`src/design/ptrt_pkg.sv`:
```
// ----------------------------------------------------------------------------
// ptrt_pkg
// Shared types and constants for the periodic task release table.
// ----------------------------------------------------------------------------
package ptrt_pkg;

    localparam int REG_COUNT  = 6;   // number of period registers
    localparam int CHAN_MAX   = 6;   // largest supported channel count
    localparam int PERIOD_W   = 16;
    localparam int TIME_W     = 32;
    localparam int TASK_IDX_W = 3;
    localparam int CFG_IDX_W  = 3;

    // Period register reset values
    localparam logic [PERIOD_W-1:0] PERIOD_RESET [REG_COUNT] = '{
        16'd1, 16'd2, 16'd5, 16'd10, 16'd50, 16'd100
    };

    // Request codes
    localparam logic REQ_SYNC = 1'b0;
    localparam logic REQ_POLL = 1'b1;

    typedef struct packed {
        logic              req_type;
        logic [TIME_W-1:0] now_time;
    } req_t;

    typedef struct packed {
        logic [TASK_IDX_W-1:0] task_index;
        logic                  task_due;
        logic                  last;
    } result_t;

    // Memory command group
    typedef struct packed {
        logic rd_en;
        logic wr_en;
        logic sync_en;
    } mem_ctl_t;

endpackage

```
`src/design/ptrt_cfg.sv`:
```
// ----------------------------------------------------------------------------
// ptrt_cfg
// Period register file; writes beyond the register list are dropped.
// ----------------------------------------------------------------------------
module ptrt_cfg
    import ptrt_pkg::*;
(
    input  logic                 clk,
    input  logic                 rst_n,
    input  logic                 wr_en,
    input  logic [CFG_IDX_W-1:0] wr_index,
    input  logic [PERIOD_W-1:0]  wr_data,
    output logic [PERIOD_W-1:0]  period [REG_COUNT]
);

    logic [PERIOD_W-1:0] period_reg [REG_COUNT];

    // Register writes
    always_ff @(posedge clk or negedge rst_n)
    begin
        if (!rst_n)
        begin
            for (int i = 0; i < REG_COUNT; i++)
            begin
                period_reg[i] <= PERIOD_RESET[i];
            end
        end
        else if (wr_en)
        begin
            for (int i = 0; i < REG_COUNT; i++)
            begin
                if (wr_index == CFG_IDX_W'(i))
                begin
                    period_reg[i] <= wr_data;
                end
            end
        end
    end

    assign period = period_reg;

endmodule

```
`src/design/ptrt_mem.sv`:
```
// ----------------------------------------------------------------------------
// ptrt_mem
// Last-release time store: synchronous RAM with a registered read.
// Entries not written since the last sync (or reset) read as the sync time.
// ----------------------------------------------------------------------------
module ptrt_mem
    import ptrt_pkg::*;
#(
    parameter int DEPTH = CHAN_MAX,
    parameter int AW    = 3
)
(
    input  logic              clk,
    input  logic              rst_n,
    input  mem_ctl_t          ctl,
    input  logic [AW-1:0]     rd_addr,
    input  logic [AW-1:0]     wr_addr,
    input  logic [TIME_W-1:0] wr_data,
    input  logic [TIME_W-1:0] sync_time,
    output logic [TIME_W-1:0] rd_data
);

    logic [TIME_W-1:0] mem [DEPTH];
    logic [TIME_W-1:0] rd_q_reg;
    logic              rd_vld_reg;
    logic [DEPTH-1:0]  vld_reg;
    logic [TIME_W-1:0] base_reg;

    // Storage array, no reset
    always_ff @(posedge clk)
    begin
        if (ctl.wr_en)
        begin
            mem[wr_addr] <= wr_data;
        end
        if (ctl.rd_en)
        begin
            rd_q_reg <= mem[rd_addr];
        end
    end

    // Written flags and sync base
    always_ff @(posedge clk or negedge rst_n)
    begin
        if (!rst_n)
        begin
            vld_reg    <= '0;
            base_reg   <= '0;
            rd_vld_reg <= 1'b0;
        end
        else
        begin
            if (ctl.rd_en)
            begin
                rd_vld_reg <= vld_reg[rd_addr];
            end
            if (ctl.sync_en)
            begin
                vld_reg  <= '0;
                base_reg <= sync_time;
            end
            else if (ctl.wr_en)
            begin
                vld_reg[wr_addr] <= 1'b1;
            end
        end
    end

    // base_reg cannot change during a poll, so it is safe to select late
    assign rd_data = rd_vld_reg ? rd_q_reg : base_reg;

endmodule

```
`src/design/periodic_task_release_table_core.sv`:
```
// ----------------------------------------------------------------------------
// periodic_task_release_table_core
// Poll walks the channels through the release-time RAM, one per cycle.
// ----------------------------------------------------------------------------
// Sync item: no result; busy stays low.
// Poll item: busy through the POLL and FLUSH states, during the
//   one-channel-per-cycle read/modify/write walk of the release-time RAM.
//   Results are registered; the last one comes out of the FLUSH state.
// Results are one-cycle strobes; the receiver cannot stall them.
// Reset: periods to defaults, release times read as zero, FSM idle.
module periodic_task_release_table_core
    import ptrt_pkg::*;
#(
    parameter int CHANNELS = CHAN_MAX
)
(
    input  logic                 clk,
    input  logic                 rst_n,
    input  logic                 start,
    output logic                 busy,
    input  req_t                 req,
    output logic                 result_valid,
    output result_t              result,
    input  logic                 cfg_valid,
    output logic                 cfg_ready,
    input  logic [CFG_IDX_W-1:0] cfg_index,
    input  logic [PERIOD_W-1:0]  cfg_data
);

    localparam int CH_W = (CHANNELS > 1) ? $clog2(CHANNELS) : 1;
    localparam logic [CH_W-1:0] CH_LAST = CH_W'(CHANNELS - 1);

    typedef enum logic [2:0] {
        ST_IDLE  = 3'b001,
        ST_POLL  = 3'b010,
        ST_FLUSH = 3'b100
    } state_t;

    state_t              state_reg, state_next;
    logic [TIME_W-1:0]   now_reg;
    logic [CH_W-1:0]     rd_ch_reg, rd_ch_next;
    logic                rd_act_reg, rd_act_next;
    logic [CH_W-1:0]     s1_ch_reg;
    logic                s1_vld_reg;
    logic [CH_W-1:0]     pend_ch_reg, pend_ch_next;
    logic                pend_vld_reg, pend_vld_next;
    logic                res_vld_reg, res_vld_next;
    result_t             res_reg, res_next;

    logic [PERIOD_W-1:0] period [REG_COUNT];
    logic [PERIOD_W-1:0] per;
    logic [TIME_W-1:0]   lrt;
    logic [TIME_W-1:0]   elapsed;
    logic [TIME_W-1:0]   per32;
    logic [TIME_W-1:0]   per2;
    logic                due;
    logic                late;
    logic [TIME_W-1:0]   wr_data;
    logic                accept;
    mem_ctl_t            mem_ctl;

    assign accept    = start && (state_reg == ST_IDLE);
    assign busy      = (state_reg != ST_IDLE);
    assign cfg_ready = 1'b1;

    // Period registers
    ptrt_cfg u_cfg (
        .clk      (clk),
        .rst_n    (rst_n),
        .wr_en    (cfg_valid),
        .wr_index (cfg_index),
        .wr_data  (cfg_data),
        .period   (period)
    );

    // Release-time store
    ptrt_mem #(
        .DEPTH (CHANNELS),
        .AW    (CH_W)
    ) u_mem (
        .clk       (clk),
        .rst_n     (rst_n),
        .ctl       (mem_ctl),
        .rd_addr   (rd_ch_reg),
        .wr_addr   (s1_ch_reg),
        .wr_data   (wr_data),
        .sync_time (req.now_time),
        .rd_data   (lrt)
    );

    // Release check for the channel returned by the RAM
    assign per     = period[s1_ch_reg];
    assign per32   = {{(TIME_W-PERIOD_W){1'b0}}, per};
    assign per2    = {{(TIME_W-PERIOD_W-1){1'b0}}, per, 1'b0};
    assign elapsed = now_reg - lrt;
    assign due     = (elapsed >= per32);
    assign late    = (elapsed >= per2);
    assign wr_data = late ? now_reg : (lrt + per32);

    always_comb
    begin
        mem_ctl.rd_en   = (state_reg == ST_POLL) && rd_act_reg;
        mem_ctl.wr_en   = s1_vld_reg && due;
        mem_ctl.sync_en = accept && (req.req_type == REQ_SYNC);
    end

    // Sequencer and result staging
    always_comb
    begin
        state_next    = state_reg;
        rd_ch_next    = rd_ch_reg;
        rd_act_next   = rd_act_reg;
        pend_ch_next  = pend_ch_reg;
        pend_vld_next = pend_vld_reg;
        res_vld_next  = 1'b0;
        res_next      = res_reg;

        case (state_reg)
            ST_IDLE:
            begin
                if (accept && (req.req_type == REQ_POLL))
                begin
                    state_next    = ST_POLL;
                    rd_ch_next    = '0;
                    rd_act_next   = 1'b1;
                    pend_vld_next = 1'b0;
                end
            end
            ST_POLL:
            begin
                if (rd_act_reg)
                begin
                    if (rd_ch_reg == CH_LAST)
                    begin
                        rd_act_next = 1'b0;
                    end
                    else
                    begin
                        rd_ch_next = rd_ch_reg + 1'b1;
                    end
                end
                if (s1_vld_reg)
                begin
                    // a newly due channel pushes out the held one
                    if (due)
                    begin
                        if (pend_vld_reg)
                        begin
                            res_vld_next        = 1'b1;
                            res_next.task_index = TASK_IDX_W'(pend_ch_reg);
                            res_next.task_due   = 1'b1;
                            res_next.last       = 1'b0;
                        end
                        pend_vld_next = 1'b1;
                        pend_ch_next  = s1_ch_reg;
                    end
                    if (s1_ch_reg == CH_LAST)
                    begin
                        state_next = ST_FLUSH;
                    end
                end
            end
            ST_FLUSH:
            begin
                // held channel goes out as last, or the not-due result
                res_vld_next = 1'b1;
                res_next.last = 1'b1;
                if (pend_vld_reg)
                begin
                    res_next.task_index = TASK_IDX_W'(pend_ch_reg);
                    res_next.task_due   = 1'b1;
                end
                else
                begin
                    res_next.task_index = '0;
                    res_next.task_due   = 1'b0;
                end
                pend_vld_next = 1'b0;
                state_next    = ST_IDLE;
            end
            default:
            begin
                state_next = ST_IDLE;
            end
        endcase
    end

    // Control registers
    always_ff @(posedge clk or negedge rst_n)
    begin
        if (!rst_n)
        begin
            state_reg    <= ST_IDLE;
            rd_ch_reg    <= '0;
            rd_act_reg   <= 1'b0;
            s1_vld_reg   <= 1'b0;
            s1_ch_reg    <= '0;
            pend_vld_reg <= 1'b0;
            pend_ch_reg  <= '0;
            res_vld_reg  <= 1'b0;
        end
        else
        begin
            state_reg    <= state_next;
            rd_ch_reg    <= rd_ch_next;
            rd_act_reg   <= rd_act_next;
            s1_vld_reg   <= mem_ctl.rd_en;
            s1_ch_reg    <= rd_ch_reg;
            pend_vld_reg <= pend_vld_next;
            pend_ch_reg  <= pend_ch_next;
            res_vld_reg  <= res_vld_next;
        end
    end

    // Payload registers
    always_ff @(posedge clk)
    begin
        res_reg <= res_next;
        if (accept)
        begin
            now_reg <= req.now_time;
        end
    end

    assign result_valid = res_vld_reg;
    assign result       = res_reg;

endmodule

```
`config.mk`:
```
export PLATFORM = sky130hd
export DESIGN_NAME = periodic_task_release_table_core
export DESIGN_NICKNAME = d
export VERILOG_FILES = /design/src/design/ptrt_pkg.sv /design/src/design/ptrt_cfg.sv /design/src/design/ptrt_mem.sv /design/src/design/periodic_task_release_table_core.sv
export SDC_FILE = /design/constraint.sdc
export NUM_CORES = 1
export LEC_CHECK = 0
export BUFFER_PORTS_ARGS = -buffer_cell sky130_fd_sc_hd__buf_2
export CORE_UTILIZATION = 57
export CTS_CLUSTER_SIZE = 40
export DETAILED_ROUTE_END_ITERATION = 8
export PLACE_DENSITY = 0.77
export SLEW_MARGIN = 20
export SYNTH_ARGS = -nofsm -noshare
export SYNTH_HDL_FRONTEND = slang
export SYNTH_SLANG_ARGS = --single-unit
```
`constraint.sdc`:
```
create_clock -name clk -period 6.06 [get_ports clk]
set_input_delay 0.303 -clock clk [delete_from_list [all_inputs] [get_ports clk]]
set_output_delay 0.303 -clock clk [all_outputs]
set_load 0.01 [all_outputs]
```
==> key figures, run 1 <==
Placed design
  – Detailed Place HPWL: 29300 um
  – I/O Buffers: 62
  – Final Wtd Congestion: 0.913
  – Dpl cells: 1938

Logic synthesis
  – Post-Synth Adder-Cell Area: 5.36%
  – Post-Synth Simple-Gate Area: 7.07%
  – Syn Inst Count: 1456
  – Post-synth top flop: edfxtp_1
  – Post-synth EDFFs: 261
  – YS warnings: 0
  – Sequential cell area fraction in the yosys report: 58.0%
  – Synth Register Bits: 412
  – Syn Area/Cell: 13.8 sq um
  – Synth Area in Compound Gates: 8.50%
  – Post-synth cell types: 76
  – Syn nets: 1596
  – Mux contribution to synthesized area: 16.7%
  – Synthesized cell area: 0.0201 sq mm
  – Largest family of logic cells by synthesized area: multiplexers
  – FFs w/ async S/R, synth: 36.7%
  – Post-synthesis xor/xnor area fraction: 2.18%

Critical path
  – CP endpoint kind: flip-flop
  – Worst Path Max Fanout: 26
  – Critical path class: flip-flop to flip-flop
  – Worst EP required: 6.37 ns
  – Worst setup SP type: flip-flop
  – CP arrival: 5.94 ns

Cells and area
  – Max reg flops: 192
  – Ant. Diodes: 0
  – Fillers: 2480
  – Post-layout net count: 1700
  – Non-filler cells, final: 2049
  – Multi-input logic area: 0.00808 sq mm
  – Area Growth Syn to Fin: 13.2%
  – Fraction of layout cells with a size suffix above 1: 24.7%
  – Sequential cell area: 0.0116 sq mm

Floorplanning
  – CORE AREA: 0.0346 sq mm
  – Die H: 190 um
  – Die area: 0.0360 sq mm
  – Initial Util: 58.0%
  – DIE WIDTH: 190 um
  – Ports: 64
  – Std cell rows: 68

Route
  – Via density: 6.09
  – Iter 0 DRT Violations: 822
  – Wirelength per Cell: 22.0 um
  – Antenna Violating Nets Remaining: 0
  – Drt drc: 0
  – Via Count: 12500
  – Drt first pass iters: 6
  – DRT Wirelength: 45000 um

Global route
  – GRT Util Overall: 25.7%
  – Antenna violations before repair: 1
  – Pin count of the biggest net entering global routing: 90
  – Grt total ovfl: 0
  – Vias in the first global route: 12600
  – First-pass GRT wire length: 70400 um

Timing
  – Final Cycle Share: 93.0%
  – RSZ-0062 raised after global routing: no
  – Worst clock skew: 0.0292 ns
  – Final hold violation count: 0
  – TNS Setup: 0 ns
  – Final Critical Period: 5.63 ns
  – Fmax: 0.177 GHz
  – Slew headroom: 25.7%
  – Setup violations, final: 0
  – Worst Tran Pin Value: 1.11 ns
  – Slew Limit Fails: 0

Min path
  – HP Class: primary input to flip-flop

Power
  – LEAKAGE: 0.00876 uW
  – Power Density: 420 mW/mm^2
  – Peak supply drop: 396 uV

CTS
  – Clock Tree Root: clkbuf_16
  – Post-CTS sizing: 0
  – CTS Buf Count: 42
  – Maximum root-to-sink buffer count: 3
  – CTS H-Tree Depth: 2
  – Worst-path clk slew: 0.06 ns
  – CTS sink cnt: 412
  – Clk Latency, worst-skew pair: 0.56 ns
  – CTS tree: built

Outcome
  – Status: finished clean

Job
  – Max-cap violation count: 0
## power by group
part / switching [uW] / internal, uW / leakage, uW
Combinational: 1970 / 1540 / 0.00393
Sequential: 220 / 3290 / 0.00417
Clock: 1070 / 1440 / 0.000659
Total: 3260 / 6280 / 0.00876
## stage by stage
stage	utilization (%)	total power (uW)	hold slack (ns)	worst slack (ns)	instance area (sq um)
6_report	65.6	9540	0.0147	0.426	22700
5_1_grt	65.6	10100	0.00895	0.142	22700
4_1_cts	65.5	9550	0.0000741	0.502	22700
3_5_place_dp	60.7	7000	0.421	0.569	21000
3_3_place_gp	60.7	6930	0.416	0.721	21000
2_1_floorplan	-	6170	0.00741	0.0332	20100
## critical path, stage by stage, from the launching register on
cell	delay [ns]
dfrtp_2	0.57
buf_4	0.50
mux2i_1	0.30
ha_1	0.32
and2_1	0.21
a22o_1	0.20
or2_2	0.32
o21ai_0	0.18
nand2b_1	0.12
a21oi_1	0.16
o21bai_1	0.09
xor2_1	0.23
ha_1	0.28
nand4_1	0.11
o21ai_0	0.09
nor2_1	0.09
o31ai_1	0.11
a2111oi_4	0.37
buf_4	0.57
mux2i_1	0.52
## final timing paths
kind / from / endpoint / slack (ns) / cells after the start
max: u_mem.rd_vld_reg$_DFFE_PN0P_ / u_mem.mem[5][1]$_DFFE_PP_ / 0.43 / 19
min: req[27] / now_reg[27]$_DFFE_PP_ / 0.01 / 1
max reg2reg: u_mem.rd_vld_reg$_DFFE_PN0P_ / u_mem.mem[5][1]$_DFFE_PP_ / 0.43 / 19
min reg2reg: u_mem.vld_reg[2]$_DFFE_PN0P_ / u_mem.vld_reg[2]$_DFFE_PN0P_ / 0.50 / 2
max in group asynchronous: rst_n / rd_ch_reg[0]$_DFFE_PN0P_ / 4.24 / 3
min in group asynchronous: rst_n / u_cfg.period[94]$_DFFE_PN0P_ / 0.39 / 2
## timing repair
| item | in CTS | in global routing |
|---|---|---|
| hold endpoints to repair | 112 | 0 |
| buffers inserted | 0 | 0 |
| hold buffers | 32 | 0 |
## cells by family after synthesis
logic type | Yosys count
flops | 412
simple gates | 282
mux | 263
compound gates | 259
buf+inv | 104
fa+ha+maj | 85
xor+xnor | 50
other cells | 1
## synth_stat cells (3+ instances only)
cell type,instances,share of area (%)
and3b_1,3,0.13
o21ai_1,4,0.10
nor3b_1,7,0.26
nand2b_1,10,0.31
and2_1,7,0.22
xnor2_1,28,1.2
edfxtp_1,261,39
nand4_1,8,0.25
or3_1,6,0.19
inv_1,43,0.80
nor3_1,17,0.42
mux2_4,28,2.1
o21ai_0,30,0.75
a31oi_1,12,0.37
mux4_2,33,3.7
clkbuf_1,45,0.84
o211ai_1,5,0.19
a41o_1,3,0.15
nor2b_1,13,0.41
a22oi_1,48,1.8
a211oi_1,9,0.34
a21oi_1,88,2.2
mux2i_1,66,3.3
buf_1,6,0.11
buf_6,5,0.28
ha_1,82,5.1
buf_2,4,0.10
dfstp_2,13,1.7
dfrtp_1,138,17
and3_1,23,0.72
nand3b_1,6,0.22
o31ai_1,5,0.19
nand2_1,60,1.1
nor2_1,88,1.6
o31a_1,6,0.26
o21bai_1,7,0.26
a21o_1,17,0.64
nand3_1,15,0.37
xor2_1,22,0.96
o21a_1,4,0.15
mux2_2,135,7.6
## final cells by class
class                      count  share of cell area [%]
timing repair buffer         121                    4.06
clock inverter                18                   0.661
sequential                   412                    51.2
tap                          455                    2.50
clock buffer                  60                    5.32
multi-input combinational    940                    35.5
inverter                      43                   0.710
## per-layer routing
layer  GRT usage, %  wire length, um  vias up
li1               -                -     5746
met1           35.4            20000     6354
met2           42.2            21800      300
met3           3.49             1870       85
met4           8.53             1310        2
met5          0.412                8        -
## cell usage in the layout, fill, tap and decap left out, drive strengths merged, types with 45 or more instances in the layout
master and count:
edfxtp 261, mux2 163, dfrtp 138, a21oi 89, nor2 89, buf 89
ha 82, mux2i 67, nand2 60, clkbuf 60, a22oi 48, inv 45
(Power assumes the default switching activity.)
==> inputs of run 2 (changes only) <==
BUFFER_PORTS_ARGS = default   (was -buffer_cell sky130_fd_sc_hd__buf_2)
CORE_UTILIZATION = 58   (was 57)
DONT_BUFFER_PORTS = 1   (was default)
HOLD_SLACK_MARGIN = 0.02   (was default)
PLACE_DENSITY = 0.76   (was 0.77)
==> run 2 against run 1 <==
Against the previous run: cell area down 0.40%; sequential power barely moved; critical path depth decreased by 2; maximum frequency rose by 1.6%; sequential cell count is the same; first-iteration DRC count rose by 1.1%; setup slack improved by 0.088 ns; count of clock-buffer cells in the layout down 2.
==> key figures, run 2 (synthesis results as in run 1) <==
Outcome
  – Status: finished clean

Critical path
  – Top delay family on crit path: simple AND/OR/NAND/NOR gates
  – CP endpoint kind: flip-flop
  – R2R setup slack: 0.51 ns
  – CP arrival: 5.83 ns
  – Critical path class: flip-flop to flip-flop
  – Worst setup SP type: flip-flop
  – Worst Path Max Fanout: 13
  – CP peak stage delay: 0.74 ns
  – Worst-path cell chain: and3b_1, a22oi_1, nand3_1, ha_1, inv_1, fa_1, nor2b_1, o31ai_1, a2111oi_0, o31a_1, a41o_1, o21a_1, nor2_1, nor2_1, nor4bb_1, xnor2_1, mux2_4
  – FF-to-FF End: u_mem.mem[1][24]$_DFFE_PP_
  – Most Frequent Cell on Critical Path: nor2_1
  – Worst EP required: 6.34 ns
  – Buffers and inverters on the worst path: 1
  – Depth of the worst register-to-register path: 17
  – RR Startpoint: s1_ch_reg[2]$_DFF_PN0_
  – Slowest-stage cell, CP: and3b_1

Placed design
  – I/O Buffers: 0
  – Final Wtd Congestion: 0.894
  – Detailed Place HPWL: 28700 um
  – Placed cell areas: 0.0206 sq mm

Route
  – Iter 0 DRT Violations: 831
  – Via Count: 12500
  – Drt drc: 0
  – Antenna Violating Nets Remaining: 0
  – DRT Wirelength: 44800 um
  – Drt first pass iters: 5
  – Wirelength per Cell: 22.3 um
  – Via density: 6.22

Timing
  – Worst Tran Pin Value: 1.11 ns
  – Setup violations, final: 0
  – Final Cycle Share: 91.5%
  – Slew headroom: 25.7%
  – Fmax: 0.180 GHz
  – TNS Setup: 0 ns
  – Final Critical Period: 5.55 ns
  – Worst clock skew: 0.0199 ns
  – Slew Limit Fails: 0
  – Final hold violation count: 0
  – RSZ-0062 raised after global routing: no

Min path
  – HP Start: req[32]
  – WHS Path Cells: 2
  – Hold Path End: rd_ch_reg[2]$_DFFE_PN0P_
  – HP Class: primary input to flip-flop

Power
  – LEAKAGE: 0.00865 uW
  – Power Density: 428 mW/mm^2
  – Internal power: 6450 uW
  – Switching share of power: 33.5%
  – Peak supply drop: 278 uV
  – Combinational share of power: 36.0%
  – Seq pwr share: 36.2%
  – Clk pwr share: 27.7%
  – P_sw: 3240 uW

CTS
  – CTS H-Tree Depth: 2
  – Clock Tree Root: clkbuf_16
  – Worst-path clk slew: 0.06 ns
  – CTS Buf Count: 43
  – CTS tree: built
  – Post-CTS sizing: 0
  – Maximum root-to-sink buffer count: 3
  – Clk Latency, worst-skew pair: 0.56 ns
  – CTS sink cnt: 412

Global route
  – Met2 Use GR: 42.8%
  – M3 GR Usage: 4.04%
  – Vias in the first global route: 12900
  – Pin count of the biggest net entering global routing: 152
  – Layer with the highest usage: met2
  – Grt total ovfl: 0
  – Antenna violations before repair: 1
  – GRT Util Overall: 26.0%
  – Grt met1 use: 35.8%
  – First-pass GRT wire length: 71300 um

Job
  – Max-cap violation count: 0

Cells and area
  – Max reg flops: 192
  – Fraction of layout cells with a size suffix above 1: 21.6%
  – Post-layout net count: 1660
  – Most common cell after layout, fill and taps aside: edfxtp_1
  – Area Growth Syn to Fin: 12.8%
  – Final Instance Area: 0.0226 sq mm
  – Most frequent cells in the layout: 261 x edfxtp_1, 135 x mux2_2, 134 x dfrtp_1

Floorplanning
  – DIE WIDTH: 188 um
  – Initial Util: 59.4%
  – Die area: 0.0354 sq mm
  – Ports: 64
  – Die H: 188 um
  – Std cell rows: 67
  – CORE AREA: 0.0338 sq mm
run 2: cell types whose count changed in the layout (fill, tap and decap cells not counted), moves of 4 or more:
cell and change:
and3_1 +5, and3_2 -5, buf_12 -4, buf_2 -61, buf_4 +8, bufinv_16 +4
dlygate4sd3_1 +17, inv_6 +5
run 2: how the worst max path moves through the flow:
stage                                      start  cells after the start                    endpoint  slack [ns]
finish                    s1_ch_reg[2]$_DFF_PN0_                     17  u_mem.mem[1][24]$_DFFE_PP_        0.51
global route        u_mem.rd_vld_reg$_DFFE_PN0P_                     19  u_mem.mem[4][10]$_DFFE_PP_        0.16
CTS                 u_mem.rd_vld_reg$_DFFE_PN0P_                     20  u_mem.mem[4][29]$_DFFE_PP_        0.44
detailed placement  u_mem.rd_vld_reg$_DFFE_PN0P_                     20  u_mem.mem[4][11]$_DFFE_PP_        0.49
global placement          s1_ch_reg[2]$_DFF_PN0_                     17  u_mem.mem[5][24]$_DFFE_PP_        0.65
floorplan           u_mem.rd_vld_reg$_DFFE_PN0P_                     25   u_mem.mem[5][0]$_DFFE_PP_        0.03
run 2: per-stage QoR:
step / util [%] / hold WS [ns] / setup WS (ns) / std cells / total power (uW)
floorplan: - / 0.00741 / 0.0332 / 1456 / 6170
global placement: 61.0 / 0.0163 / 0.649 / 1869 / 6870
detailed placement: 61.1 / 0.0116 / 0.494 / 1870 / 6960
CTS: 66.9 / 0.0738 / 0.439 / 1999 / 9730
global route: 67.0 / 0.115 / 0.155 / 2003 / 10300
finish: 67.0 / 0.0840 / 0.514 / 2004 / 9690
run 2: final cells by class:
class	count	area, sq um
Antenna cell	2	5.00
Clock buffer	58	1200
Clock inverter	21	250
Fill cell	2340	11100
Inverter	43	161
Multi-Input combinational cell	940	8060
Sequential cell	412	11600
Tap cell	448	561
Timing Repair Buffer	80	756
run 2: power groups by stage:
stage                     Sequential [uW]  Combinational (uW)  Clock (uW)
after floorplan                      3430                2740           0
after global placement               3550                3320           0
after detailed placement             3560                3400           0
after CTS                            3510                3480        2730
after global routing                 3540                3910        2840
final                                3510                3490        2690
run 2: per-layer routing:
layer	wire (um)	part of all wire, %	vias to the layer above
li1	-	-	5673
met1	19300	43	6373
met2	21800	49	343
met3	2490	5.6	75
met4	1110	2.5	0
met5	0	0	-
run 2: what timing repair did:
| item | CTS | global route |
|---|---|---|
| buffers inserted | 0 | 3 |
| endpoints found under the hold margin | 311 | 0 |
| setup endpoints to repair | 0 | 32 |
| hold buffers | 50 | 0 |
